==> config.mk <==
export PLATFORM = sky130hd
export DESIGN_NAME = delimited_field_extractor
export DESIGN_NICKNAME = d
export VERILOG_FILES = /design/src/dfx_pkg.sv /design/src/delimited_field_extractor.sv /design/src/dfx_cfg.sv /design/src/dfx_engine.sv /design/src/dfx_tagger.sv
export SDC_FILE = /design/constraint.sdc
export NUM_CORES = 1
export LEC_CHECK = 0
export BUFFER_PORTS_ARGS = -buffer_cell sky130_fd_sc_hd__buf_2
export CAP_MARGIN = 15
export CORE_ASPECT_RATIO = 0.7
export CORE_UTILIZATION = 45
export DETAILED_ROUTE_END_ITERATION = 7
export RECOVER_POWER = 50
export SYNTH_ARGS = -nofsm -noshare
export SYNTH_HDL_FRONTEND = slang
export SYNTH_SLANG_ARGS = --single-unit
==> constraint.sdc <==
create_clock -name clk -period 6.34 [get_ports clk]
set_clock_uncertainty 0.05 [all_clocks]
set_input_delay 0 -clock clk [delete_from_list [all_inputs] [get_ports clk]]
set_output_delay 0 -clock clk [all_outputs]
set_load 0.02 [all_outputs]
==> src/dfx_pkg.sv <==
`timescale 1ns / 1ps
// Shared types and constants for the delimited field extractor.
// Depends on nothing; every other file in src imports it.
package dfx_pkg;

  localparam int DATA_W       = 8;
  localparam int FIDX_W       = 16;
  localparam int FNUM_W       = 17;
  localparam int DELIM_W      = 64;
  localparam int LEN_W        = 4;
  localparam int MAX_DELIM_DEF = 8;

  localparam int IN_TDATA_W   = 32;
  localparam int IN_TUSER_W   = 2;
  localparam int OUT_TDATA_W  = 16;
  localparam int OUT_TUSER_W  = 2;
  localparam int CFG_IDX_W    = 1;
  localparam int CFG_DATA_W   = 64;

  localparam logic [FNUM_W-1:0] FIELD_MAX = {FNUM_W{1'b1}};

  // Configuration register indexes.
  localparam logic [CFG_IDX_W-1:0] CFG_DELIM_BYTES = 1'b0;
  localparam logic [CFG_IDX_W-1:0] CFG_DELIM_LEN   = 1'b1;

  typedef struct packed {
    logic [DATA_W-1:0] data_byte;
    logic              byte_present;
    logic              row_start;
    logic              row_end;
    logic [FIDX_W-1:0] field_index;
    logic              row_is_null;
  } item_t;

  typedef struct packed {
    logic [DATA_W-1:0] data;
    logic              byte_vld;
    logic              res_end;
    logic              res_null;
  } res_t;

  // One engine step as seen by the output stage.
  typedef struct packed {
    logic busy;   // an item is being worked on
    logic vld;    // this step produces a result
    logic done;   // the item is finished after this step
    res_t res;
  } eng_out_t;

endpackage

==> src/delimited_field_extractor.sv <==
`timescale 1ns / 1ps
// Top level of the delimited field extractor: stream ports, configuration
// port and the wiring of dfx_cfg, dfx_engine and dfx_tagger. Uses dfx_pkg.
//
// A row string enters one byte per transaction on the in_ channel; the block
// returns the bytes of the wanted field on the out_ channel, followed by an
// end marker (out_tlast) that carries the null flag in out_tuser. The
// delimiter (1 to MAX_DELIM bytes) is to be written through cfg_ only while
// idle; the block itself does not enforce this. A result moves from the
// engine step through the hold register, which it leaves once the transaction
// is finished or a newer result arrives, into the output register. The engine
// does one window step, one flushed byte or the end marker per cycle while the
// output stage lets it, and takes the next transaction at the edge of its last
// step. A byte in the middle of a row needs one step, so such transactions
// flow at one per cycle. A row end adds one step per flushed byte and one for
// the end marker; a delimiter length lowered mid-row adds window steps.
// A stalled receiver holds the output register, then the hold register,
// then the engine and finally in_tready; nothing is dropped.
// Reset (rst_n low at a clock edge) empties the pipeline, clears the window
// and row state and sets the delimiter to length one, all bytes zero.
module delimited_field_extractor #(
  parameter int MAX_DELIM = dfx_pkg::MAX_DELIM_DEF
) (
  input  logic                               clk,
  input  logic                               rst_n,
  input  logic                               in_tvalid,
  output logic                               in_tready,
  // data_byte[7:0], row_start[8], field_index[24:9], zero above
  input  logic [dfx_pkg::IN_TDATA_W-1:0]     in_tdata,
  // byte_present[0], row_is_null[1]
  input  logic [dfx_pkg::IN_TUSER_W-1:0]     in_tuser,
  input  logic                               in_tlast,
  output logic                               out_tvalid,
  input  logic                               out_tready,
  // out_byte[7:0], last[8], zero above
  output logic [dfx_pkg::OUT_TDATA_W-1:0]    out_tdata,
  // out_byte_valid[0], result_null[1]
  output logic [dfx_pkg::OUT_TUSER_W-1:0]    out_tuser,
  output logic                               out_tlast,
  input  logic                               cfg_we,
  input  logic [dfx_pkg::CFG_IDX_W-1:0]      cfg_index,
  input  logic [dfx_pkg::CFG_DATA_W-1:0]     cfg_wdata
);
  import dfx_pkg::*;

  localparam int FW = $clog2(MAX_DELIM + 1);

  logic [DELIM_W-1:0] delim;
  logic [FW-1:0]      eff_len;
  item_t              in_item;
  eng_out_t           eo;
  logic               step_ok;
  res_t               o_res;
  logic               o_last;

  assign in_item.data_byte    = in_tdata[DATA_W-1:0];
  assign in_item.row_start    = in_tdata[DATA_W];
  assign in_item.field_index  = in_tdata[DATA_W+1 +: FIDX_W];
  assign in_item.byte_present = in_tuser[0];
  assign in_item.row_is_null  = in_tuser[1];
  assign in_item.row_end      = in_tlast;

  dfx_cfg #(
    .MAX_DELIM (MAX_DELIM)
  ) u_cfg (
    .clk       (clk),
    .rst_n     (rst_n),
    .cfg_we    (cfg_we),
    .cfg_index (cfg_index),
    .cfg_wdata (cfg_wdata),
    .delim     (delim),
    .eff_len   (eff_len)
  );

  dfx_engine #(
    .MAX_DELIM (MAX_DELIM)
  ) u_engine (
    .clk      (clk),
    .rst_n    (rst_n),
    .in_valid (in_tvalid),
    .in_ready (in_tready),
    .in_item  (in_item),
    .delim    (delim),
    .len      (eff_len),
    .step_ok  (step_ok),
    .eo       (eo)
  );

  dfx_tagger u_tagger (
    .clk       (clk),
    .rst_n     (rst_n),
    .eo        (eo),
    .step_ok   (step_ok),
    .out_valid (out_tvalid),
    .out_ready (out_tready),
    .out_res   (o_res),
    .out_last  (o_last)
  );

  assign out_tdata = {{(OUT_TDATA_W-DATA_W-1){1'b0}}, o_last, o_res.data};
  assign out_tuser = {o_res.res_null, o_res.byte_vld};
  assign out_tlast = o_res.res_end;

endmodule

==> src/dfx_cfg.sv <==
`timescale 1ns / 1ps
// Configuration registers of the delimited field extractor.
// Holds the delimiter bytes and length and clamps the length; uses dfx_pkg.
module dfx_cfg #(
  parameter int MAX_DELIM = dfx_pkg::MAX_DELIM_DEF
) (
  input  logic                                   clk,
  input  logic                                   rst_n,
  input  logic                                   cfg_we,
  input  logic [dfx_pkg::CFG_IDX_W-1:0]          cfg_index,
  input  logic [dfx_pkg::CFG_DATA_W-1:0]         cfg_wdata,
  output logic [dfx_pkg::DELIM_W-1:0]            delim,
  output logic [$clog2(MAX_DELIM+1)-1:0]         eff_len
);
  import dfx_pkg::*;

  localparam int FW = $clog2(MAX_DELIM + 1);

  logic [DELIM_W-1:0] delim_r;
  logic [LEN_W-1:0]   len_r;

  always_ff @(posedge clk) begin
    if (!rst_n) begin
      delim_r <= '0;
      len_r   <= LEN_W'(1);
    end else if (cfg_we) begin
      unique case (cfg_index)
        CFG_DELIM_BYTES: delim_r <= cfg_wdata[DELIM_W-1:0];
        CFG_DELIM_LEN:   len_r   <= cfg_wdata[LEN_W-1:0];
      endcase
    end
  end

  // A length of zero acts as one; anything above the window size is clipped.
  always_comb begin
    if (len_r == '0) begin
      eff_len = FW'(1);
    end else if (len_r > LEN_W'(MAX_DELIM)) begin
      eff_len = FW'(MAX_DELIM);
    end else begin
      eff_len = FW'(len_r);
    end
  end

  assign delim = delim_r;

endmodule

==> src/dfx_engine.sv <==
`timescale 1ns / 1ps
// Window engine: holds the current item, the match window and the row state,
// and performs one window step per cycle unless step_ok stalls it. Uses dfx_pkg.
module dfx_engine #(
  parameter int MAX_DELIM = dfx_pkg::MAX_DELIM_DEF
) (
  input  logic                           clk,
  input  logic                           rst_n,
  input  logic                           in_valid,
  output logic                           in_ready,
  input  dfx_pkg::item_t                 in_item,
  input  logic [dfx_pkg::DELIM_W-1:0]    delim,
  input  logic [$clog2(MAX_DELIM+1)-1:0] len,
  input  logic                           step_ok,
  output dfx_pkg::eng_out_t              eo
);
  import dfx_pkg::*;

  localparam int FW = $clog2(MAX_DELIM + 1);
  localparam int WW = DATA_W * MAX_DELIM;

  item_t             item_r;
  logic              item_vld_r;
  logic              pend_r;
  logic [WW-1:0]     win_r;
  logic [FW-1:0]     fill_r;
  logic [FNUM_W-1:0] fnum_r;
  logic [FIDX_W-1:0] tgt_r;
  logic              nul_r;

  logic [WW-1:0]     s_win,  win_nxt;
  logic [FW-1:0]     s_fill, fill_nxt;
  logic [FNUM_W-1:0] s_fnum, fnum_nxt;
  logic [FIDX_W-1:0] s_tgt;
  logic              s_nul,  nul_nxt;
  logic              sel;
  logic              match;
  logic              step;
  logic              in_fire;

  always_comb begin
    // Row start, null flag and the byte push of a fresh item.
    s_win  = win_r;
    s_fill = fill_r;
    s_fnum = fnum_r;
    s_tgt  = tgt_r;
    s_nul  = nul_r;
    if (pend_r) begin
      if (item_r.row_start) begin
        s_fnum = FNUM_W'(1);
        s_fill = '0;
        s_tgt  = item_r.field_index;
        s_nul  = 1'b0;
      end
      s_nul = s_nul | item_r.row_is_null;
      if (item_r.byte_present && s_fill < FW'(MAX_DELIM)) begin
        for (int i = 0; i < MAX_DELIM; i++) begin
          if (s_fill == FW'(i)) begin
            s_win[i*DATA_W +: DATA_W] = item_r.data_byte;
          end
        end
        s_fill = s_fill + FW'(1);
      end
    end

    sel = !s_nul && s_tgt != '0 && s_fnum == {1'b0, s_tgt};

    match = 1'b1;
    for (int i = 0; i < MAX_DELIM; i++) begin
      if (FW'(i) < len && s_win[i*DATA_W +: DATA_W] != delim[i*DATA_W +: DATA_W]) begin
        match = 1'b0;
      end
    end

    win_nxt  = s_win;
    fill_nxt = s_fill;
    fnum_nxt = s_fnum;
    nul_nxt  = s_nul;
    eo       = '0;
    eo.busy  = item_vld_r;

    if (s_fill >= len) begin
      if (match) begin
        if (s_fnum != FIELD_MAX) begin
          fnum_nxt = s_fnum + FNUM_W'(1);
        end
        win_nxt  = s_win >> {len, 3'b000};
        fill_nxt = s_fill - len;
      end else begin
        // The oldest byte cannot start a delimiter and leaves the window.
        eo.vld          = item_vld_r && sel;
        eo.res.data     = s_win[DATA_W-1:0];
        eo.res.byte_vld = 1'b1;
        win_nxt         = s_win >> DATA_W;
        fill_nxt        = s_fill - FW'(1);
      end
      eo.done = item_vld_r && !item_r.row_end && fill_nxt < len;
    end else if (item_r.row_end) begin
      if (sel && s_fill != '0) begin
        // Flush the window into the selected field, one byte per cycle unless stalled.
        eo.vld          = item_vld_r;
        eo.res.data     = s_win[DATA_W-1:0];
        eo.res.byte_vld = 1'b1;
        win_nxt         = s_win >> DATA_W;
        fill_nxt        = s_fill - FW'(1);
      end else begin
        eo.vld          = item_vld_r;
        eo.done         = item_vld_r;
        eo.res.res_end  = 1'b1;
        eo.res.res_null = s_nul || s_tgt == '0 || s_fnum < {1'b0, s_tgt};
        fill_nxt        = '0;
        fnum_nxt        = FNUM_W'(1);
        nul_nxt         = 1'b0;
      end
    end else begin
      eo.done = item_vld_r;
    end
  end

  assign step     = item_vld_r && step_ok;
  // Nothing is taken while reset is held.
  assign in_ready = rst_n && (!item_vld_r || (step && eo.done));
  assign in_fire  = in_valid && in_ready;

  always_ff @(posedge clk) begin
    if (!rst_n) begin
      item_vld_r <= 1'b0;
      pend_r     <= 1'b0;
      win_r      <= '0;
      fill_r     <= '0;
      fnum_r     <= FNUM_W'(1);
      tgt_r      <= '0;
      nul_r      <= 1'b0;
    end else begin
      if (step) begin
        win_r  <= win_nxt;
        fill_r <= fill_nxt;
        fnum_r <= fnum_nxt;
        tgt_r  <= s_tgt;
        nul_r  <= nul_nxt;
        pend_r <= 1'b0;
        if (eo.done) begin
          item_vld_r <= 1'b0;
        end
      end
      if (in_fire) begin
        item_vld_r <= 1'b1;
        pend_r     <= 1'b1;
      end
    end
  end

  always_ff @(posedge clk) begin
    if (in_fire) begin
      item_r <= in_item;
    end
  end

  a_fill_bound: assert property (@(posedge clk) disable iff (!rst_n)
    fill_r <= FW'(MAX_DELIM))
    else $error("window fill exceeds window size");

  a_row_close: assert property (@(posedge clk) disable iff (!rst_n)
    (step && eo.vld && eo.res.res_end) |=>
      (fill_r == '0 && fnum_r == FNUM_W'(1) && !nul_r))
    else $error("row state not cleared after end marker");

endmodule

==> src/dfx_tagger.sv <==
`timescale 1ns / 1ps
// Output stage: a hold register that settles the last-result flag of each
// item, followed by the output register. Uses dfx_pkg.
module dfx_tagger (
  input  logic              clk,
  input  logic              rst_n,
  input  dfx_pkg::eng_out_t eo,
  output logic              step_ok,
  output logic              out_valid,
  input  logic              out_ready,
  output dfx_pkg::res_t     out_res,
  output logic              out_last
);
  import dfx_pkg::*;

  logic h_vld_r;
  logic h_fin_r;
  res_t h_res_r;
  logic o_vld_r;
  logic o_last_r;
  res_t o_res_r;

  logic out_free;
  logic h_move;
  logic step;

  // A held result may leave once it is known to be the item's last one,
  // or once a newer result of the same item arrives behind it.
  assign out_free = !o_vld_r || out_ready;
  assign h_move   = h_vld_r && (h_fin_r || eo.vld) && out_free;
  assign step_ok  = !eo.vld || !h_vld_r || h_move;
  assign step     = eo.busy && step_ok;

  always_ff @(posedge clk) begin
    if (!rst_n) begin
      h_vld_r <= 1'b0;
      h_fin_r <= 1'b0;
      o_vld_r <= 1'b0;
    end else begin
      if (step && eo.vld) begin
        h_vld_r <= 1'b1;
        h_fin_r <= eo.done;
      end else if (h_move) begin
        h_vld_r <= 1'b0;
      end else if (step && eo.done && h_vld_r) begin
        h_fin_r <= 1'b1;
      end

      if (h_move) begin
        o_vld_r <= 1'b1;
      end else if (out_ready) begin
        o_vld_r <= 1'b0;
      end
    end
  end

  always_ff @(posedge clk) begin
    if (step && eo.vld) begin
      h_res_r <= eo.res;
    end
    if (h_move) begin
      o_res_r  <= h_res_r;
      o_last_r <= h_fin_r;
    end
  end

  assign out_valid = o_vld_r;
  assign out_res   = o_res_r;
  assign out_last  = o_last_r;

  a_marker_final: assert property (@(posedge clk) disable iff (!rst_n)
    (h_move && h_res_r.res_end) |-> h_fin_r)
    else $error("end marker released without last flag");

  a_hold_keeps: assert property (@(posedge clk) disable iff (!rst_n)
    (h_vld_r && !h_fin_r && !eo.vld) |=> h_vld_r)
    else $error("unsettled result left the hold register");

endmodule
## Word level (Yosys, flattened, before mapping)

Index checks and enable logic that the tools add are counted.

- Bits of input ports: 105
- Register bits: 226
- Output and inout port bits: 21
- Logic and storage cells: 187

- Bitwise logic cells: 3
- Reduce and logical (&&, ||, !) cells: 52
- Equal/unequal tests: 18
- Shift operators: 1
- Multiplexer cells: 69
- $lt $le $gt $ge: 13
- Add/sub/neg operators: 4

Operator list:

| cell | count |
|---|---|
| $mux W64 | 6 |
| $mux W17 | 7 |
| $mux W8 | 8 |
| $ne A8 B8 Y1 | 8 |
| $shr A64 B7 Y64 | 1 |
| $mux W4 | 11 |
| $mux W16 | 2 |
| $mux W1 | 30 |
| $logic_and A1 B1 Y1 | 23 |
| $mux W11 | 2 |
| $mux W9 | 2 |
| $add A17 B1 Y17 const B | 1 |
| $eq A17 B16 Y1 | 1 |
| $lt A17 B16 Y1 | 1 |
| $ne A17 B17 Y1 const B | 1 |
| $eq A4 B3 Y1 const B | 4 |
| $logic_not A16 Y1 | 1 |
| $lt A3 B4 Y1 const A | 4 |
| $reduce_bool A16 Y1 | 1 |
| $reduce_bool A2 Y1 | 5 |
| $eq A4 B2 Y1 const B | 2 |
| $logic_not A4 Y1 | 2 |
| $lt A1 B4 Y1 const A | 2 |
| $lt A2 B4 Y1 const A | 2 |
| 18 further kinds | 33 |

## Longest topological paths before layout

- Depth after elaboration: 32
- Gate-level depth with buffers: 21
- Mapped depth without buffers: 17

## By module

Synthesis repeated with hierarchy kept, for this count alone.

- Cells, all modules: 1778
- Area total of the unflattened synthesis: 15045.7 um^2

Modules (own cells, without submodules):

| module | cells an instance | instances | sequential area each (um^2) | area each (um^2) |
|---|---|---|---|---|
| dfx_engine | 1429 | 1 | 2922.8 | 11317.1 |
| dfx_cfg | 299 | 1 | 1361.3 | 2817.7 |
| dfx_tagger | 41 | 1 | 750.7 | 847.1 |
| delimited_field_extractor | 9 | 1 | 0.0 | 63.8 |

## Worst setup path after synthesis

No wires, ideal clock.

- Kind: reg-to-reg
- From: reg u_engine.item_r[18] (netlist name)
- To: reg u_engine.item_r[0] (netlist name) (enable)
- Path buffers: 2
- Setup slack: 570 ps
- Library setup time: 388 ps
- Stages on the path, launching flop included: 19
- Arrival time: 5333 ps
- Data required time: 5902 ps
- Clock period less this slack: 5770 ps
- Path through: edfxtp_1 > nand4bb_4 > or4_4 > buf_6 > mux2i_2 > o22ai_1 > or4_4 > o2bb2ai_1 > or2_1 > buf_2 > nor2_2 > mux2i_1 > ha_1 > a211o_1 > nor3_1 > nor3b_1 > nand4_1 > nand3_1 > and3_1

- Word-level cells in the longest chain between the ends: 27
- Elaborated cells on any way between the ends: 87
- Classes of those cells: 3 x add/sub; 3 x order compare; 16 x eq/ne; 35 x mux; 1 x bitwise; 29 x reduce/logical

RTL lines:

| item | RTL line | RTL |
|---|---|---|
| start: declaration | dfx_engine.sv:22 | `item_t item_r;` |
| start signal: assignment | dfx_engine.sv:155 | `item_r <= in_item;` |
| parallel branches: the longest is 17 deep, another holds $lt A4 B4 Y1 | n/a |  |
| $mux W11 (*) | dfx_engine.sv:82 | `if (s_fill >= len) begin` |
| $logic_or A1 B1 Y1 | dfx_tagger.sv:30 | `assign h_move = h_vld_r && (h_fin_r \|\| eo.vld) && out_free;` |
| $logic_and A1 B1 Y1 (2 in series) | dfx_tagger.sv:30 |  |
| $logic_or A1 B1 Y1 | dfx_tagger.sv:31 | `assign step_ok = !eo.vld \|\| !h_vld_r \|\| h_move;` |
| $logic_and A1 B1 Y1 | dfx_engine.sv:120 | `assign step = item_vld_r && step_ok;` |
| $logic_and A1 B1 Y1 (*) | dfx_engine.sv:122 | `assign in_ready = rst_n && (!item_vld_r \|\| (step && eo.done));` |
| $logic_or A1 B1 Y1 (*) | dfx_engine.sv:122 |  |
| $logic_and A1 B1 Y1 (*) | dfx_engine.sv:122 |  |
| $logic_and A1 B1 Y1 (*) | dfx_engine.sv:123 | `assign in_fire = in_valid && in_ready;` |
| via u_engine.in_fire | dfx_engine.sv:39 | `logic in_fire;` |

Mark *: on every way through the listed nets, which the timed path passes. The select of a mux whose other input is x is not followed.
A chain may end at the register's enable or synchronous reset.

## Worst setup path after layout

- From: reg u_engine.fill_r[1]
- To: out in_tready

- Word-level cells in the longest chain between the ends: 26
- Elaborated cells on any way between the ends: 72
- Classes of those cells: 3 x add/sub; 3 x order compare; 15 x eq/ne; 28 x mux; 23 x reduce/logical

RTL lines:

| item | RTL line | RTL |
|---|---|---|
| start: declaration | dfx_engine.sv:26 | `logic [FW-1:0] fill_r;` |
| start signal: assignment | dfx_engine.sv:137 | `fill_r <= fill_nxt;` |
| parallel branches: the longest is 17 deep, another holds $lt A4 B4 Y1 | n/a |  |
| $mux W11 (*) | dfx_engine.sv:82 |  |
| $logic_or A1 B1 Y1 | dfx_tagger.sv:30 |  |
| $logic_and A1 B1 Y1 (2 in series) | dfx_tagger.sv:30 |  |
| $logic_or A1 B1 Y1 | dfx_tagger.sv:31 |  |
| $logic_and A1 B1 Y1 | dfx_engine.sv:120 |  |
| $logic_and A1 B1 Y1 (*) | dfx_engine.sv:122 |  |
| $logic_or A1 B1 Y1 (*) | dfx_engine.sv:122 |  |
| $logic_and A1 B1 Y1 (*) | dfx_engine.sv:122 |  |
| end: declaration | delimited_field_extractor.sv:27 | `output logic in_tready,` |

Mark *: on every way between the ends. The select of a mux whose other input is x is not followed.

==> impl_metrics.xml <==
<?xml version="1.0" encoding="UTF-8"?>
<metrics>
  <group name="floorplan">
    <metric name="die_height" unit="µm">152.8</metric>
    <metric name="ios" unit="">126</metric>
    <metric name="initial_utilization" unit="%">46.32</metric>
    <metric name="design.core.area" unit="µm²">31550</metric>
    <metric name="die_width" unit="µm">217.4</metric>
    <metric name="fp-row-count" unit="">54</metric>
    <metric name="fp.dieArea" unit="µm²">33220</metric>
  </group>
  <group name="synth">
    <metric name="synth-simple-area-share" unit="%">20.42</metric>
    <metric name="share_of_yosys_cell_area_claimed_by_the_top_area_cell_type" unit="%">23.97</metric>
    <metric name="synth_cells" unit="">1826</metric>
    <metric name="post_synth_xor_area_fraction" unit="%">4.015</metric>
    <metric name="ys_top_cells_by_count" unit="">245 x sky130_fd_sc_hd__nand2_1, 195 x sky130_fd_sc_hd__a21oi_1, 175 x sky130_fd_sc_hd__dfxtp_1, 132 x sky130_fd_sc_hd__nor2_1, 107 x sky130_fd_sc_hd__clkbuf_1</metric>
    <metric name="yosys_warnings" unit="">0</metric>
    <metric name="syn_area_per_cell" unit="µm²">8.005</metric>
    <metric name="adder_and_majority_gate_portion_of_the_synthesized_area" unit="%">2.277</metric>
    <metric name="yosys.cell_types.count" unit="">92</metric>
    <metric name="synth-compound-area-share" unit="%">25.40</metric>
    <metric name="syn-cell-area" unit="µm²">14620</metric>
    <metric name="synth_sequential_area_ratio" unit="%">34.45</metric>
    <metric name="ys_seq_elements" unit="">226</metric>
    <metric name="netlist_top_cells_area" unit="">sky130_fd_sc_hd__dfxtp_1 24%, sky130_fd_sc_hd__edfxtp_1 10%, sky130_fd_sc_hd__mux2i_1 6.9%</metric>
    <metric name="dominant_combinational_cell_family_by_area_after_synthesis" unit="">compound AO/OA/AOI/OAI gates</metric>
    <metric name="yosys_most_used_dff" unit="">sky130_fd_sc_hd__dfxtp_1</metric>
    <metric name="synth-edff-count" unit="">51</metric>
    <metric name="synthArstFlopShare" unit="%">0</metric>
    <metric name="most_common_cell_in_the_synthesized_netlist" unit="">sky130_fd_sc_hd__nand2_1</metric>
    <metric name="cell_taking_the_most_area_after_synthesis" unit="">sky130_fd_sc_hd__dfxtp_1</metric>
    <metric name="post_synth_mux_area_share" unit="%">7.490</metric>
  </group>
  <group name="power_and_ir_drop">
    <metric name="power_leakage" unit="nW">6.465</metric>
    <metric name="power_density" unit="nW/µm²">378.8</metric>
    <metric name="max-vdd-ir-drop" unit="mV">0.4399</metric>
    <metric name="cellInternalPower" unit="W">0.003533</metric>
    <metric name="sequentialPowerShare" unit="%">28.3</metric>
    <metric name="pwr-share-clk" unit="%">21.5</metric>
    <metric name="power_switching" unit="W">0.003079</metric>
    <metric name="relative_contribution_of_combinational_cells_to_total_power" unit="%">50.2</metric>
    <metric name="switching_share" unit="%">46.57</metric>
  </group>
  <group name="finish">
    <metric name="post_route_cells_drive_above_1_share" unit="%">12.54</metric>
    <metric name="postLayoutCoreUtil" unit="%">55.32</metric>
    <metric name="final_cells" unit="">2430</metric>
    <metric name="layout-area-overhead-vs-synth" unit="%">19.42</metric>
    <metric name="num-nets-final" unit="">2121</metric>
    <metric name="fin_area" unit="µm²">17460</metric>
  </group>
  <group name="setup_path">
    <metric name="crit_fanout" unit="">11</metric>
    <metric name="worstPathRequired" unit="ns">6.29</metric>
    <metric name="timing_worst_setup_path_type" unit="">flop to primary output</metric>
    <metric name="timing.critical_path.arrival" unit="ns">5.95</metric>
    <metric name="cp-start-kind" unit="">flop</metric>
    <metric name="end_kind" unit="">primary output</metric>
  </group>
  <group name="grt">
    <metric name="first_global_vias" unit="">14000</metric>
    <metric name="grtUsageTotal" unit="%">34.30</metric>
    <metric name="grt_antenna_before_repair" unit="">2</metric>
    <metric name="globalRoute.totalOverflow" unit="">0</metric>
    <metric name="maximum_number_of_pins_on_one_net_before_global_route_repair" unit="">101</metric>
    <metric name="grt_pass1_wl" unit="µm">86390</metric>
  </group>
  <group name="cts">
    <metric name="path_clk_slew" unit="ns">0.07</metric>
    <metric name="clkLatencyLatePin" unit="ns">0.56</metric>
    <metric name="post-cts-setup-buffer-count" unit="">0</metric>
    <metric name="clock_tree_from_tritoncts" unit="">done</metric>
    <metric name="htreeDepth" unit="">1</metric>
    <metric name="cts_root_buffer" unit="">sky130_fd_sc_hd__clkbuf_16</metric>
    <metric name="numCtsBuffers" unit="">25</metric>
    <metric name="clock-sinks" unit="">226</metric>
    <metric name="clockBufferDepth" unit="">3</metric>
  </group>
  <group name="sta">
    <metric name="final.period_utilization" unit="%">94.69</metric>
    <metric name="final.setup.tns" unit="ns">0</metric>
    <metric name="finalSetupViolCount" unit="">0</metric>
    <metric name="final_period_demand_of_the_worst_path" unit="ns">6.004</metric>
    <metric name="max_freq" unit="MHz">166.6</metric>
    <metric name="hold_violations" unit="">0</metric>
    <metric name="maxSlewViolCount" unit="">221</metric>
    <metric name="rsz0062_at_grt" unit="">false</metric>
    <metric name="maxSlewHeadroom" unit="%">-125.6</metric>
    <metric name="worst-slew-pin-transition" unit="ns">3.384</metric>
  </group>
  <group name="run">
    <metric name="max_cap_viol_count" unit="">4</metric>
  </group>
  <group name="detailed_routing">
    <metric name="detail_route.drc_violations" unit="">0</metric>
    <metric name="remaining_number_of_nets_flagged_by_the_antenna_check_after_routing" unit="">0</metric>
    <metric name="drt-wirelength-per-cell" unit="µm">23.82</metric>
    <metric name="dr.pass1.iters" unit="">6</metric>
    <metric name="route.vias.total" unit="">15220</metric>
    <metric name="detailed_route_wl" unit="µm">57890</metric>
    <metric name="drtIter0Drc" unit="">1772</metric>
    <metric name="vias_per_cell" unit="">6.264</metric>
  </group>
  <group name="place">
    <metric name="dpl_cell_area" unit="µm²">15730</metric>
    <metric name="gpl.final_weighted_congestion" unit="">0.9600</metric>
    <metric name="dp_hpwl" unit="µm">40770</metric>
    <metric name="placed_cells_incl_taps" unit="">2285</metric>
    <metric name="portBuffers" unit="">111</metric>
  </group>
  <group name="status">
    <metric name="outcome" unit="">complete, but fails checks</metric>
    <metric name="violations" unit="">capacitance limit, slew limit</metric>
  </group>
  <group name="worst_hold_path">
    <metric name="worst_hold_path_type" unit="">primary input to flop</metric>
  </group>
</metrics>
==> logic make-up (layout without fill, tap and decap cells) <==
logic type | after synthesis | in the layout
DFF | 226 | 226
buffers and inverters | 215 | 392
AOI/OAI and AO/OA | 556 | 556
other | 1 | 8
and+or+nand+nor | 627 | 627
muxes | 108 | 108
xor gates and xnor gates | 67 | 67
adders and majority gates | 26 | 26
==> metal layers <==
metal  track usage [%]  up-vias  routed length, µm  part of all wire [%]
met2             43.98      873              21260                    37
met4             7.076        0               1207                   2.1
li1                  -     7044                  -                     -
met3             15.75       94               8866                    15
met1             51.03     7211              26560                    46
met5                 0        -                  0                     0
==> path summary, 6_finish.rpt <==
kind	from	endpoint	slack (ns)	depth (start not counted)
setup / recovery	u_engine.fill_r[1]$_SDFFE_PN0N_	in_tready	0.34	18
hold reg to reg	u_tagger.h_res_r[7]$_DFFE_PP_	u_tagger.out_res[7]$_DFFE_PP_	0.37	0
hold / removal	rst_n	u_cfg.len_r[0]$_SDFFE_PN1P_	0.1	3
setup reg to reg	u_engine.pend_r$_SDFFE_PN0P_	u_engine.win_r[15]$_SDFFE_PN0N_	0.36	16
==> power groups by stage <==
stage / Clock, W / Combinational [W] / Sequential, W
after floorplan: 0 / 0.00213 / 0.00179
after global placement: 0 / 0.00317 / 0.00188
after detailed placement: 0 / 0.00317 / 0.00189
after CTS: 0.00145 / 0.00323 / 0.00186
after global routing: 0.00151 / 0.00353 / 0.00188
final: 0.00142 / 0.00332 / 0.00187
==> sequential cells by signal, indices dropped and copies added, names as in the netlist <==
signal	flops
u_cfg.delim	64
u_cfg.len_r	4
u_engine.fill_r	4
u_engine.fnum_r	17
u_engine.item_r	28
u_engine.item_vld_r	1
u_engine.nul_r	1
u_engine.pend_r	1
u_engine.tgt_r	16
u_engine.win_r	64
u_tagger.h_fin_r	1
u_tagger.h_res_r	11
u_tagger.h_vld_r	1
u_tagger.out_last	1
u_tagger.out_res	11
u_tagger.out_valid	1
==> area by class of cell <==
type                       count  area (µm²)
timing repair buffer         282        2061
fill                        2939       14100
clock inverter                10       70.07
multi-input combinational   1391        8802
sequential                   226        5035
antenna                        1       2.502
clock buffer                  36       718.2
inverter                      64       241.5
tap                          420       525.5
==> layout by cell type, fill, tap and decap left out, types with 13 or more instances in the layout <==
cell type	n
sky130_fd_sc_hd__nor4_1	14
sky130_fd_sc_hd__edfxtp_1	51
sky130_fd_sc_hd__o22ai_1	42
sky130_fd_sc_hd__inv_1	62
sky130_fd_sc_hd__nand4_1	19
sky130_fd_sc_hd__buf_2	93
sky130_fd_sc_hd__nand2_1	245
sky130_fd_sc_hd__or3_1	19
sky130_fd_sc_hd__a211oi_1	42
sky130_fd_sc_hd__a221oi_1	13
sky130_fd_sc_hd__buf_4	67
sky130_fd_sc_hd__a21oi_1	195
sky130_fd_sc_hd__dlygate4sd3_1	98
sky130_fd_sc_hd__ha_1	25
sky130_fd_sc_hd__nand3_1	52
sky130_fd_sc_hd__nor2_1	132
sky130_fd_sc_hd__xnor2_1	38
sky130_fd_sc_hd__mux2i_1	101
sky130_fd_sc_hd__a311oi_1	13
sky130_fd_sc_hd__o31a_1	18
sky130_fd_sc_hd__clkbuf_16	26
sky130_fd_sc_hd__and2_1	19
sky130_fd_sc_hd__dfxtp_1	175
sky130_fd_sc_hd__nor2b_1	13
sky130_fd_sc_hd__o21ai_0	58
sky130_fd_sc_hd__clkbuf_1	28
sky130_fd_sc_hd__a31oi_1	22
sky130_fd_sc_hd__nor3_1	42
sky130_fd_sc_hd__nand2b_1	14
sky130_fd_sc_hd__xor2_1	29
sky130_fd_sc_hd__o211ai_1	20
==> what timing repair did <==
action,in CTS,in global routing
hold buffers,98,0
hold endpoints to repair,100,0
endpoints found under the setup margin,0,28
gates resized for setup,0,1
==> per-stage QoR <==
stage / total power [W] / setup slack [ns] / hold WS [ns]
floorplan: 0.003924 / 0.5698 / 0.04887
global placement: 0.005054 / 0.5827 / 0.1267
detailed placement: 0.005058 / 0.4580 / 0.1281
CTS: 0.006545 / 0.2707 / 0.06227
global route: 0.006927 / 0.007487 / 0.09838
finish: 0.006612 / 0.3365 / 0.09629
==> critical path, stage by stage, from the launching register on <==
cell and delay, ns:
sky130_fd_sc_hd__dfxtp_1 0.52, sky130_fd_sc_hd__inv_1 0.14, sky130_fd_sc_hd__or4_4 0.65, sky130_fd_sc_hd__mux2i_2 0.36, sky130_fd_sc_hd__o22ai_1 0.15, sky130_fd_sc_hd__or4_4 0.59, sky130_fd_sc_hd__nor4b_4 0.33, sky130_fd_sc_hd__a31oi_2 0.15
sky130_fd_sc_hd__nor2_2 0.18, sky130_fd_sc_hd__buf_4 0.18, sky130_fd_sc_hd__mux2i_1 0.15, sky130_fd_sc_hd__ha_1 0.24, sky130_fd_sc_hd__a211o_1 0.28, sky130_fd_sc_hd__nor3_1 0.27, sky130_fd_sc_hd__nor3b_1 0.31, sky130_fd_sc_hd__nand4_1 0.20
sky130_fd_sc_hd__nand3_1 0.28, sky130_fd_sc_hd__and3_1 0.22, sky130_fd_sc_hd__buf_2 0.17
No activity file was read; power rests on OpenSTA's default activity.
